**config.mk**
```make
export PLATFORM = sky130hd
export DESIGN_NAME = variable_partition_allocator
export DESIGN_NICKNAME = d
export VERILOG_FILES = /design/src/rtl/vpa_pkg.sv /design/src/rtl/variable_partition_allocator.sv /design/src/rtl/vpa_cell.sv /design/src/rtl/vpa_chain.sv
export VERILOG_INCLUDE_DIRS = /design/src /design/src/rtl
export SDC_FILE = /design/constraint.sdc
export NUM_CORES = 2
export LEC_CHECK = 0
export ABC_CLOCK_PERIOD_IN_PS = 113700
export CAP_MARGIN = 40
export CORE_ASPECT_RATIO = 0.8
export CORE_UTILIZATION = 45
export CTS_CLUSTER_DIAMETER = 120
export DETAILED_ROUTE_END_ITERATION = 6
export DONT_BUFFER_PORTS = 1
export SLEW_MARGIN = 20
export SYNTH_ARGS = -nofsm -noshare
export SYNTH_HDL_FRONTEND = slang
export SYNTH_SLANG_ARGS = --single-unit
```
**constraint.sdc**
```tcl
create_clock -name clk -period 113.7 [get_ports clk]
set_clock_uncertainty 0.1 [all_clocks]
set_input_delay 0 -clock clk [delete_from_list [all_inputs] [get_ports clk]]
set_output_delay 0 -clock clk [all_outputs]
set_load 0.05 [all_outputs]
```
**src/rtl/variable_partition_allocator_defines.svh**
```systemverilog
// Assertion macros used by the allocator top level.
`ifndef VARIABLE_PARTITION_ALLOCATOR_DEFINES_SVH
`define VARIABLE_PARTITION_ALLOCATOR_DEFINES_SVH

// Same-cycle implication, checked outside reset.
`define VPA_ASSERT_NOW(lbl, ante, cons) \
    lbl: assert property (@(posedge clk) disable iff (!rst_n) (ante) |-> (cons)) \
        else $error("assertion failed");

// Next-cycle implication, checked outside reset.
`define VPA_ASSERT_NEXT(lbl, ante, cons) \
    lbl: assert property (@(posedge clk) disable iff (!rst_n) (ante) |=> (cons)) \
        else $error("assertion failed");

`endif

```
**src/rtl/vpa_pkg.sv**
```systemverilog
// Package with sizes, segment types and codes of the partition allocator.
`default_nettype none
package vpa_pkg;
    localparam int MAX_SEGMENTS = 32;
    localparam int ADDR_BITS    = 16;
    localparam int ID_BITS      = 16;
    localparam int LEN_W        = ADDR_BITS + 1;
    localparam int CNT_W        = $clog2(MAX_SEGMENTS + 1);
    localparam int IDX_W        = $clog2(MAX_SEGMENTS);
    localparam int STAT_W       = 32;

    typedef struct packed {
        logic [ADDR_BITS-1:0] start;
        logic [LEN_W-1:0]     len;
        logic [ID_BITS-1:0]   owner;
    } seg_t;

    typedef struct packed {
        seg_t c0;
        seg_t c1;
        seg_t c2;
    } taps_t;

    localparam logic [LEN_W-1:0] SPACE = LEN_W'(64'd1 << ADDR_BITS);
    localparam seg_t RESET_SEG = '{start: '0, len: SPACE, owner: '0};

    localparam logic [1:0] OP_ALLOC = 2'd0;
    localparam logic [1:0] OP_FREE  = 2'd1;
    localparam logic [1:0] OP_CLEAR = 2'd2;
    localparam logic [1:0] OP_BAD   = 2'd3;

    localparam logic [2:0] ST_OK       = 3'd0;
    localparam logic [2:0] ST_NOFIT    = 3'd1;
    localparam logic [2:0] ST_NOTFOUND = 3'd2;
    localparam logic [2:0] ST_FULL     = 3'd3;
    localparam logic [2:0] ST_BAD      = 3'd4;

    localparam logic [1:0] POL_BEST  = 2'd1;
    localparam logic [1:0] POL_WORST = 2'd2;

    localparam logic [1:0] CFG_POLICY = 2'd0;
    localparam logic [1:0] CFG_BASE   = 2'd1;
    localparam logic [1:0] CFG_LENGTH = 2'd2;
endpackage
`default_nettype wire

```
**src/rtl/variable_partition_allocator.sv**
```systemverilog
// Top level of the partition allocator: control sequencer around the cell ring.
//
//   channel | direction | signals
//   in      | request   | in_valid, in_ready, opcode, owner_id, request_size
//   out     | result    | out_valid, out_ready, status ... free_total
//   cfg     | write     | cfg_we, cfg_index, cfg_wdata
//
// A result is registered once its word has passed the scan, decide, edit and done states.
// The next word is taken only when the sequencer is back in idle, so words do not overlap.
// The cost is two full rotations of the cell ring, one to search and one to edit.
// Reset leaves a single hole over the default region; no clearing pass is needed.
// A result that is not taken holds the sequencer before the next word starts.
`default_nettype none
`include "variable_partition_allocator_defines.svh"
module variable_partition_allocator (
    input  logic                          clk,
    input  logic                          rst_n,
    input  logic                          in_valid,
    output logic                          in_ready,
    input  logic [1:0]                    opcode,
    input  logic [vpa_pkg::ID_BITS-1:0]   owner_id,
    input  logic [vpa_pkg::LEN_W-1:0]     request_size,
    output logic                          out_valid,
    input  logic                          out_ready,
    output logic [2:0]                    status,
    output logic [vpa_pkg::ADDR_BITS-1:0] placed_start,
    output logic [vpa_pkg::CNT_W-1:0]     search_count,
    output logic [vpa_pkg::STAT_W-1:0]    placed_total,
    output logic [vpa_pkg::STAT_W-1:0]    search_total,
    output logic [vpa_pkg::CNT_W-1:0]     hole_count,
    output logic [vpa_pkg::LEN_W-1:0]     free_total,
    input  logic                          cfg_we,
    input  logic [1:0]                    cfg_index,
    input  logic [vpa_pkg::LEN_W-1:0]     cfg_wdata
);
    import vpa_pkg::*;

    typedef enum logic [2:0] {S_IDLE, S_SCAN, S_DECIDE, S_EDIT, S_DONE} state_t;
    typedef enum logic [1:0] {M_NONE, M_ALLOC, M_FREE, M_CLEAR} mode_t;

    localparam logic [CNT_W-1:0] LAST = CNT_W'(MAX_SEGMENTS - 1);
    localparam logic [CNT_W-1:0] FULL = CNT_W'(MAX_SEGMENTS);

    state_t state_reg, state_next;
    mode_t  mode_reg, mode_next;
    logic [CNT_W-1:0] t_reg, t_next;
    logic [1:0] op_reg, op_next;
    logic [ID_BITS-1:0] id_reg, id_next;
    logic [LEN_W-1:0] size_reg, size_next;
    logic [CNT_W-1:0] used_reg, used_next;
    logic [CNT_W-1:0] nused_reg, nused_next;
    logic init_reg, init_next;
    logic found_reg, found_next;
    logic [IDX_W-1:0] pick_reg, pick_next;
    logic [LEN_W-1:0] plen_reg, plen_next;
    logic left_reg, left_next, right_reg, right_next;
    logic prevz_reg, prevz_next;
    logic split_reg, split_next;
    seg_t carry_reg, carry_next;
    logic [CNT_W-1:0] holes_reg, holes_next;
    logic [LEN_W-1:0] fsum_reg, fsum_next;
    logic [ADDR_BITS-1:0] pstart_reg, pstart_next;
    logic [2:0] st_reg, st_next;
    logic [STAT_W-1:0] acnt_reg, acnt_next, ssum_reg, ssum_next;
    logic [1:0] pol_reg, pol_next;
    logic [ADDR_BITS-1:0] base_reg, base_next;
    logic [LEN_W-1:0] rlen_reg, rlen_next;
    logic out_valid_reg, out_valid_next;
    logic [2:0] o_status_reg, o_status_next;
    logic [ADDR_BITS-1:0] o_start_reg, o_start_next;
    logic [CNT_W-1:0] o_scnt_reg, o_scnt_next;
    logic [STAT_W-1:0] o_ptot_reg, o_ptot_next, o_stot_reg, o_stot_next;
    logic [CNT_W-1:0] o_holes_reg, o_holes_next;
    logic [LEN_W-1:0] o_free_reg, o_free_next;

    taps_t taps;
    seg_t head, tail, eo, clr_seg;
    logic shift, hit, cand, bad;
    logic [CNT_W-1:0] pick_ext, pick_p1, pick_m1;
    logic [LEN_W-1:0] room, sum2, sum3;
    logic [STAT_W:0] acnt_sum, ssum_sum;

    vpa_chain u_chain (
        .clk   (clk),
        .shift (shift),
        .tail  (tail),
        .taps  (taps)
    );

    assign in_ready = (state_reg == S_IDLE);
    assign shift    = (state_reg == S_SCAN) || (state_reg == S_EDIT);
    assign head     = (init_reg && t_reg == '0) ? RESET_SEG : taps.c0;
    assign tail     = (state_reg == S_EDIT) ? eo : head;
    assign hit      = t_reg < used_reg;
    assign cand     = (head.owner == '0) && (head.len >= size_reg);
    assign pick_ext = CNT_W'(pick_reg);
    assign pick_p1  = pick_ext + CNT_W'(1);
    assign pick_m1  = pick_ext - CNT_W'(1);
    assign sum2     = taps.c0.len + taps.c1.len;
    assign sum3     = sum2 + taps.c2.len;
    assign room     = SPACE - LEN_W'(base_reg);
    assign bad      = (op_reg == OP_BAD) || (op_reg != OP_CLEAR && id_reg == '0)
                    || (op_reg == OP_ALLOC && size_reg == '0);
    assign acnt_sum = {1'b0, acnt_reg} + (STAT_W+1)'(1);
    assign ssum_sum = {1'b0, ssum_reg} + (STAT_W+1)'(pick_p1);

    always_comb
    begin
        clr_seg       = '{start: base_reg, len: (rlen_reg > room) ? room : rlen_reg,
                          owner: '0};
        eo            = taps.c0;
        unique case (mode_reg)
            M_ALLOC:
            begin
                if (t_reg == pick_ext)
                    eo = '{start: taps.c0.start, len: size_reg, owner: id_reg};
                else if (split_reg && t_reg == pick_p1)
                    eo = '{start: carry_reg.start + size_reg[ADDR_BITS-1:0],
                           len: carry_reg.len - size_reg, owner: '0};
                else if (split_reg && t_reg > pick_p1)
                    eo = carry_reg;
            end
            M_FREE:
            begin
                case ({left_reg, right_reg})
                    2'b00:
                    begin
                        if (t_reg == pick_ext)
                            eo.owner = '0;
                    end
                    2'b10:
                    begin
                        if (t_reg == pick_m1)
                            eo = '{start: taps.c0.start, len: sum2, owner: '0};
                        else if (t_reg >= pick_ext)
                            eo = taps.c1;
                    end
                    2'b01:
                    begin
                        if (t_reg == pick_ext)
                            eo = '{start: taps.c0.start, len: sum2, owner: '0};
                        else if (t_reg > pick_ext)
                            eo = taps.c1;
                    end
                    default:
                    begin
                        if (t_reg == pick_m1)
                            eo = '{start: taps.c0.start, len: sum3, owner: '0};
                        else if (t_reg >= pick_ext)
                            eo = taps.c2;
                    end
                endcase
            end
            M_CLEAR:
            begin
                if (t_reg == '0)
                    eo = clr_seg;
            end
            default:
            begin
                eo = taps.c0;
            end
        endcase
    end

    always_comb
    begin
        state_next     = state_reg;
        mode_next      = mode_reg;
        t_next         = t_reg;
        op_next        = op_reg;
        id_next        = id_reg;
        size_next      = size_reg;
        used_next      = used_reg;
        nused_next     = nused_reg;
        init_next      = init_reg;
        found_next     = found_reg;
        pick_next      = pick_reg;
        plen_next      = plen_reg;
        left_next      = left_reg;
        right_next     = right_reg;
        prevz_next     = prevz_reg;
        split_next     = split_reg;
        carry_next     = carry_reg;
        holes_next     = holes_reg;
        fsum_next      = fsum_reg;
        pstart_next    = pstart_reg;
        st_next        = st_reg;
        acnt_next      = acnt_reg;
        ssum_next      = ssum_reg;
        pol_next       = pol_reg;
        base_next      = base_reg;
        rlen_next      = rlen_reg;
        out_valid_next = out_valid_reg && !out_ready;
        o_status_next  = o_status_reg;
        o_start_next   = o_start_reg;
        o_scnt_next    = o_scnt_reg;
        o_ptot_next    = o_ptot_reg;
        o_stot_next    = o_stot_reg;
        o_holes_next   = o_holes_reg;
        o_free_next    = o_free_reg;

        if (cfg_we)
        begin
            unique case (cfg_index)
                CFG_POLICY: pol_next  = cfg_wdata[1:0];
                CFG_BASE:   base_next = cfg_wdata[ADDR_BITS-1:0];
                CFG_LENGTH: rlen_next = cfg_wdata;
                default:    ;
            endcase
        end

        unique case (state_reg)
            S_IDLE:
            begin
                if (in_valid)
                begin
                    op_next    = opcode;
                    id_next    = owner_id;
                    size_next  = request_size;
                    t_next     = '0;
                    found_next = 1'b0;
                    left_next  = 1'b0;
                    right_next = 1'b0;
                    prevz_next = 1'b0;
                    state_next = S_SCAN;
                end
            end
            S_SCAN:
            begin
                if (hit)
                begin
                    if (op_reg == OP_ALLOC && cand && (!found_reg
                        || (pol_reg == POL_BEST && head.len < plen_reg)
                        || (pol_reg == POL_WORST && head.len > plen_reg)))
                    begin
                        found_next = 1'b1;
                        pick_next  = t_reg[IDX_W-1:0];
                        plen_next  = head.len;
                    end
                    if (op_reg == OP_FREE && !found_reg && head.owner == id_reg)
                    begin
                        found_next = 1'b1;
                        pick_next  = t_reg[IDX_W-1:0];
                        left_next  = (t_reg != '0) && prevz_reg;
                        right_next = (t_reg + CNT_W'(1) < used_reg) && (taps.c1.owner == '0);
                    end
                end
                prevz_next = (head.owner == '0);
                t_next     = t_reg + CNT_W'(1);
                if (t_reg == LAST)
                begin
                    init_next  = 1'b0;
                    state_next = S_DECIDE;
                end
            end
            S_DECIDE:
            begin
                t_next      = '0;
                mode_next   = M_NONE;
                split_next  = 1'b0;
                nused_next  = used_reg;
                holes_next  = '0;
                fsum_next   = '0;
                pstart_next = '0;
                st_next     = ST_OK;
                if (bad)
                    st_next = ST_BAD;
                else if (op_reg == OP_CLEAR)
                begin
                    mode_next  = M_CLEAR;
                    nused_next = CNT_W'(1);
                end
                else if (op_reg == OP_ALLOC)
                begin
                    if (!found_reg)
                        st_next = ST_NOFIT;
                    else if (plen_reg != size_reg && used_reg >= FULL)
                        st_next = ST_FULL;
                    else
                    begin
                        mode_next  = M_ALLOC;
                        split_next = (plen_reg != size_reg);
                        nused_next = used_reg + CNT_W'(plen_reg != size_reg);
                    end
                end
                else if (!found_reg)
                    st_next = ST_NOTFOUND;
                else
                begin
                    mode_next  = M_FREE;
                    nused_next = used_reg - CNT_W'(left_reg) - CNT_W'(right_reg);
                end
                state_next = S_EDIT;
            end
            S_EDIT:
            begin
                carry_next = taps.c0;
                if (mode_reg == M_ALLOC && t_reg == pick_ext)
                    pstart_next = taps.c0.start;
                if (t_reg < nused_reg && eo.owner == '0)
                begin
                    holes_next = holes_reg + CNT_W'(1);
                    fsum_next  = fsum_reg + eo.len;
                end
                t_next = t_reg + CNT_W'(1);
                if (t_reg == LAST)
                begin
                    used_next = nused_reg;
                    if (mode_reg == M_ALLOC)
                    begin
                        acnt_next = acnt_sum[STAT_W] ? '1 : acnt_sum[STAT_W-1:0];
                        ssum_next = ssum_sum[STAT_W] ? '1 : ssum_sum[STAT_W-1:0];
                    end
                    else if (mode_reg == M_CLEAR)
                    begin
                        acnt_next = '0;
                        ssum_next = '0;
                    end
                    state_next = S_DONE;
                end
            end
            S_DONE:
            begin
                if (!out_valid_reg || out_ready)
                begin
                    out_valid_next = 1'b1;
                    o_status_next  = st_reg;
                    o_start_next   = (mode_reg == M_ALLOC) ? pstart_reg : '0;
                    o_scnt_next    = (mode_reg == M_ALLOC) ? pick_p1 : '0;
                    o_ptot_next    = acnt_reg;
                    o_stot_next    = ssum_reg;
                    o_holes_next   = holes_reg;
                    o_free_next    = fsum_reg;
                    state_next     = S_IDLE;
                end
            end
            default:
            begin
                state_next = S_IDLE;
            end
        endcase
    end

    always_ff @(posedge clk or negedge rst_n)
    begin
        if (!rst_n)
        begin
            state_reg     <= S_IDLE;
            mode_reg      <= M_NONE;
            t_reg         <= '0;
            used_reg      <= CNT_W'(1);
            init_reg      <= 1'b1;
            acnt_reg      <= '0;
            ssum_reg      <= '0;
            pol_reg       <= '0;
            base_reg      <= '0;
            rlen_reg      <= SPACE;
            out_valid_reg <= 1'b0;
        end
        else
        begin
            state_reg     <= state_next;
            mode_reg      <= mode_next;
            t_reg         <= t_next;
            used_reg      <= used_next;
            init_reg      <= init_next;
            acnt_reg      <= acnt_next;
            ssum_reg      <= ssum_next;
            pol_reg       <= pol_next;
            base_reg      <= base_next;
            rlen_reg      <= rlen_next;
            out_valid_reg <= out_valid_next;
        end
    end

    always_ff @(posedge clk)
    begin
        op_reg       <= op_next;
        id_reg       <= id_next;
        size_reg     <= size_next;
        nused_reg    <= nused_next;
        found_reg    <= found_next;
        pick_reg     <= pick_next;
        plen_reg     <= plen_next;
        left_reg     <= left_next;
        right_reg    <= right_next;
        prevz_reg    <= prevz_next;
        split_reg    <= split_next;
        carry_reg    <= carry_next;
        holes_reg    <= holes_next;
        fsum_reg     <= fsum_next;
        pstart_reg   <= pstart_next;
        st_reg       <= st_next;
        o_status_reg <= o_status_next;
        o_start_reg  <= o_start_next;
        o_scnt_reg   <= o_scnt_next;
        o_ptot_reg   <= o_ptot_next;
        o_stot_reg   <= o_stot_next;
        o_holes_reg  <= o_holes_next;
        o_free_reg   <= o_free_next;
    end

    assign out_valid    = out_valid_reg;
    assign status       = o_status_reg;
    assign placed_start = o_start_reg;
    assign search_count = o_scnt_reg;
    assign placed_total = o_ptot_reg;
    assign search_total = o_stot_reg;
    assign hole_count   = o_holes_reg;
    assign free_total   = o_free_reg;

    `VPA_ASSERT_NOW(a_used_range, 1'b1, (used_reg >= CNT_W'(1)) && (used_reg <= FULL))
    `VPA_ASSERT_NEXT(a_start_scan, in_valid && in_ready, (state_reg == S_SCAN) && (t_reg == '0))
    `VPA_ASSERT_NEXT(a_decide_edit, state_reg == S_DECIDE, (state_reg == S_EDIT) && (t_reg == '0))
endmodule
`default_nettype wire

```
**src/rtl/vpa_cell.sv**
```systemverilog
// One table cell: holds a segment and takes its neighbor's segment on shift.
`default_nettype none
module vpa_cell (
    input  logic          clk,
    input  logic          shift,
    input  vpa_pkg::seg_t seg_in,
    output vpa_pkg::seg_t seg_out
);
    import vpa_pkg::*;

    seg_t seg_reg;
    seg_t seg_next;

    assign seg_next = shift ? seg_in : seg_reg;

    always_ff @(posedge clk)
    begin
        seg_reg <= seg_next;
    end

    assign seg_out = seg_reg;
endmodule
`default_nettype wire

```
**src/rtl/vpa_chain.sv**
```systemverilog
// Ring of segment cells that rotates toward the head by one cell per shift.
`default_nettype none
module vpa_chain (
    input  logic           clk,
    input  logic           shift,
    input  vpa_pkg::seg_t  tail,
    output vpa_pkg::taps_t taps
);
    import vpa_pkg::*;

    seg_t link [MAX_SEGMENTS+1];

    assign link[MAX_SEGMENTS] = tail;

    for (genvar i = 0; i < MAX_SEGMENTS; i++)
    begin : g_cell
        vpa_cell u_cell (
            .clk     (clk),
            .shift   (shift),
            .seg_in  (link[i+1]),
            .seg_out (link[i])
        );
    end

    assign taps.c0 = link[0];
    assign taps.c1 = link[1];
    assign taps.c2 = link[2];
endmodule
`default_nettype wire
```
==> results.md <==
* Hold Path Sink: state_reg[0]
* DRC viols at 0
* Initial antenna violation count at 17
* Post-CTS Resized at 0
* Reg2reg start: base_reg[7]
* CTS tree: done
* Max reg flops at 1568
* Netlist Area Pre-Place at 74200 um2
* Total Negative Setup Slacks at 0 ps
* Yosys top cell by area: edfxtp_1
* Worst path required time at 114150 ps
* Int Power at 1.45 mW
* Clock Latency Late Sink at 850 ps
* Mapped Nets at 4715
* Final Hold Viols at 0
* Beginning of the worst hold path: in_valid
* Final max-slew violation count at 0
* Layout Nets at 4974
* Crit-path max FO at 10
* Multiplexer share of the synthesized area at 1.59%
* Die Height at 365 um
* Post-CTS Setup Inserts at 0
* Seq cells post-synth at 1957
* Max Cap Viol at 0
* Critical R2R Capture: fsum_reg[15]
* CTS buffer count at 179
* Comb pwr share at 18.0%
* NetSw at 0.579 mW
* Ys Warns at 0
* Iteration-0 DRC Markers at 5139
* R2R setup slack at 106040 ps
* Final Setup Violations at 0
* Hold depth at 4
* Reg2Reg Depth at 27
* Area contributors post-synth: edfxtp_1 (74%), dfrtp_1 (3.9%), ha_1 (3.0%)
* Compound-gate portion of the synthesized area at 7.86%
* Via count at 39.7k
* Status: completed
* Most used flip-flop cell after synthesis: edfxtp_1
* Commonest cells post-synth: edfxtp_1 (1839), nand2_1 (306), nor2_1 (234)
* Final period utilization at 6.74%
* Total power at 2.03 mW
* Fill count at 13.1k
* Syn Inst Count at 4469
* H-tree levels at 4
* Clock Path Buffers at 3
* Hold Path Class: input pin to register
* Die ar. at 166000 um2
* HPWL after DPL at 107000 um
* First-pass GRT wire length at 248000 um
* Vias in the first global route at 37.5k
* CTS sink count at 1957
* Simple-gate share of the synthesized area at 5.99%
* Unique masters post-synth at 97
* DIE WIDTH at 456 um
* Total track usage at 20.1%
* Cell leakage power at 28.0 nW
* Worst EP arrival at 8120 ps
* Share of cells above drive strength 1 at 9.68%
* Area grow syn2layout at 14.2%
* Mean Syn Cell Area at 16.6 um2
* Num ports at 173
* TritonRoute pass-1 iters at 6
* Core Region at 163000 um2
* Setup crit end kind: register
* Yosys top cell area share at 74.5%
* Hold_ws at 85.0 ps
* Maximum vdd ir drop at 0.0175 mV
* Floorplan row count at 132
* Crit path time final at 7660 ps
* Via density at 5.64
* Slew headroom at 26.0%
* Clk pin slew, worst setup/hold paths at 70 ps
* Fmax achieved at 131 MHz
* Largest family of logic cells by synthesized area: compound AO/OA/AOI/OAI gates
* Slew @ Worst Pin at 1110 ps
* DRT Wirelength at 167000 um
* Sequential share of the synthesized area at 78.5%
* Adder-Cell Fraction of Synth Area at 3.23%
* Reg power frac at 52.6%
* Crit start category: register
* EDFF count, synth at 1839
* Antenna-violating nets left at 0
* Synth Area in XOR/XNOR at 1.40%
* Pin count of the biggest net entering global routing at 210
* Share of synthesized registers carrying an async set or reset at 6.03%
* Most frequent cell after synthesis: edfxtp_1
* GRT overflow at 0
* Routability cong. at 0.922
* Clk pwr share at 29.5%
* Worst Path Class, Setup: register to register
* PD cells at 24.0 nW/um2
* Initial Util at 45.6%
* Unrepaired setup endpoints after global routing: false
* Routed WL per cell at 23.8 um
* Number of port buffers at 0
* Sw frac at 28.6%
* Root buffer cell: clkbuf_16
-- cell families (layout without fill, tap and decap cells) --
| group | count (synthesis) | after routing |
|---|---|---|
| AOI/OAI and AO/OA | 878 | 878 |
| xor gates and xnor gates | 115 | 115 |
| adders and majority gates | 187 | 187 |
| buffers and inverters | 286 | 701 |
| DFF | 1957 | 1957 |
| muxes | 109 | 109 |
| other | 0 | 4 |
| and+or+nand+nor | 937 | 937 |
-- power groups by stage --
stage	Sequential [mW]	Clock, mW	Combinational [mW]
final	1.07	0.598	0.365
after global routing	1.08	0.644	0.394
after CTS	1.07	0.617	0.355
after detailed placement	1.08	0	0.346
after global placement	1.08	0	0.338
after floorplan	1.24	0	0.229
-- critical path, stage by stage, from the launching register on --
cell,delay [ps]
dfrtp_1,460
nor2_1,140
or4b_2,640
or3_1,350
nor2_1,160
nand2_1,90
xnor2_1,170
ha_1,300
nand4_1,200
a21oi_1,220
a211oi_1,120
a21oi_2,610
buf_4,350
mux2i_1,350
o32ai_1,160
a221o_1,400
ha_1,290
a21o_1,190
a21oi_1,220
nor2b_1,80
o21a_1,240
o311a_1,350
o31ai_1,370
o21ai_0,240
a21o_1,220
a21oi_1,160
xor2_1,150
nor2_1,50
-- placed cells by master (no fill, tap or decap), types with 15 or more instances in the layout --
master         netlist  layout
a211oi_1            28      28
clkbuf_1           125      48
clkbuf_16            0     179
a31oi_1             54      54
buf_4                1      71
nand2_1            306     304
mux2i_1             54      54
o21a_1              22      22
nand2b_1            21      21
nor3_1              51      50
nor2_1             234     232
xor2_1              44      44
and3_1              70      68
dlygate4sd3_1        0     134
nand3_1             86      86
xnor2_1             69      69
o22a_1              23      23
mux2_2              53      53
inv_1              130     127
dfrtp_1            115     113
o31ai_1             15      15
and2_1              19      18
o211ai_1            28      28
a221oi_1            40      40
a21oi_1            225     224
a21o_1              42      42
edfxtp_1          1839    1839
clkinv_1             0      33
ha_1               180     179
a22oi_1             18      18
a41oi_1             15      15
o21ai_0            192     192
clkinv_2             0      26
nor2b_1             34      34
nor4_1              28      28
a221o_1             23      23
nand4_1             21      21
-- stage by stage --
stage / utilization (%) / worst slack [ps] / std cells / instance area, um2
after floorplan: - / 67210 / 4469 / 74200
after global placement: 47.2 / 105860 / 6525 / 76800
after detailed placement: 47.5 / 106180 / 6548 / 77200
after CTS: 52.0 / 106120 / 7021 / 84600
after global routing: 52.1 / 105710 / 7030 / 84700
final: 52.1 / 106040 / 7032 / 84700
-- worst max path at each step --
| stage | slack, ps | startpoint | cells after the start | to |
|---|---|---|---|---|
| after floorplan | 67210 | state_reg[2] | 4 | pstart_reg[10] |
| after global placement | 105860 | base_reg[3] | 25 | fsum_reg[15] |
| after detailed placement | 106180 | base_reg[7] | 27 | fsum_reg[15] |
| after CTS | 106120 | base_reg[7] | 27 | fsum_reg[15] |
| after global routing | 105710 | base_reg[7] | 27 | fsum_reg[15] |
| final | 106040 | base_reg[7] | 27 | fsum_reg[15] |
-- final cells by class --
type | count | area [um2] | share of cell area, %
clock buffers | 229 | 4690 | 5.53
inverters | 130 | 497 | 0.586
well taps | 2144 | 2680 | 3.17
multi-input cells | 2226 | 14900 | 17.6
diodes | 4 | 10.0 | 0.0118
repair buffers | 234 | 2470 | 2.91
clock inverters | 108 | 1250 | 1.48
flip-flops and latches | 1957 | 58200 | 68.7
-- per-layer routing --
layer  up-vias  wire (um)  global-route usage, %  part of all wire (%)
met4         2       3510                   5.55                   2.1
met1     20027      81800                   32.0                    49
met3       265      13500                   4.56                   8.1
met2      1488      68400                   27.2                    41
met5         -         13                      0                0.0078
li1      17880          -                      -                     -
-- repair_timing --
item	in CTS	in global routing
hold buffers	136	0
hold endpoints to repair	293	0
setup endpoints to repair	0	0
Power figures use the tool's default switching activity.
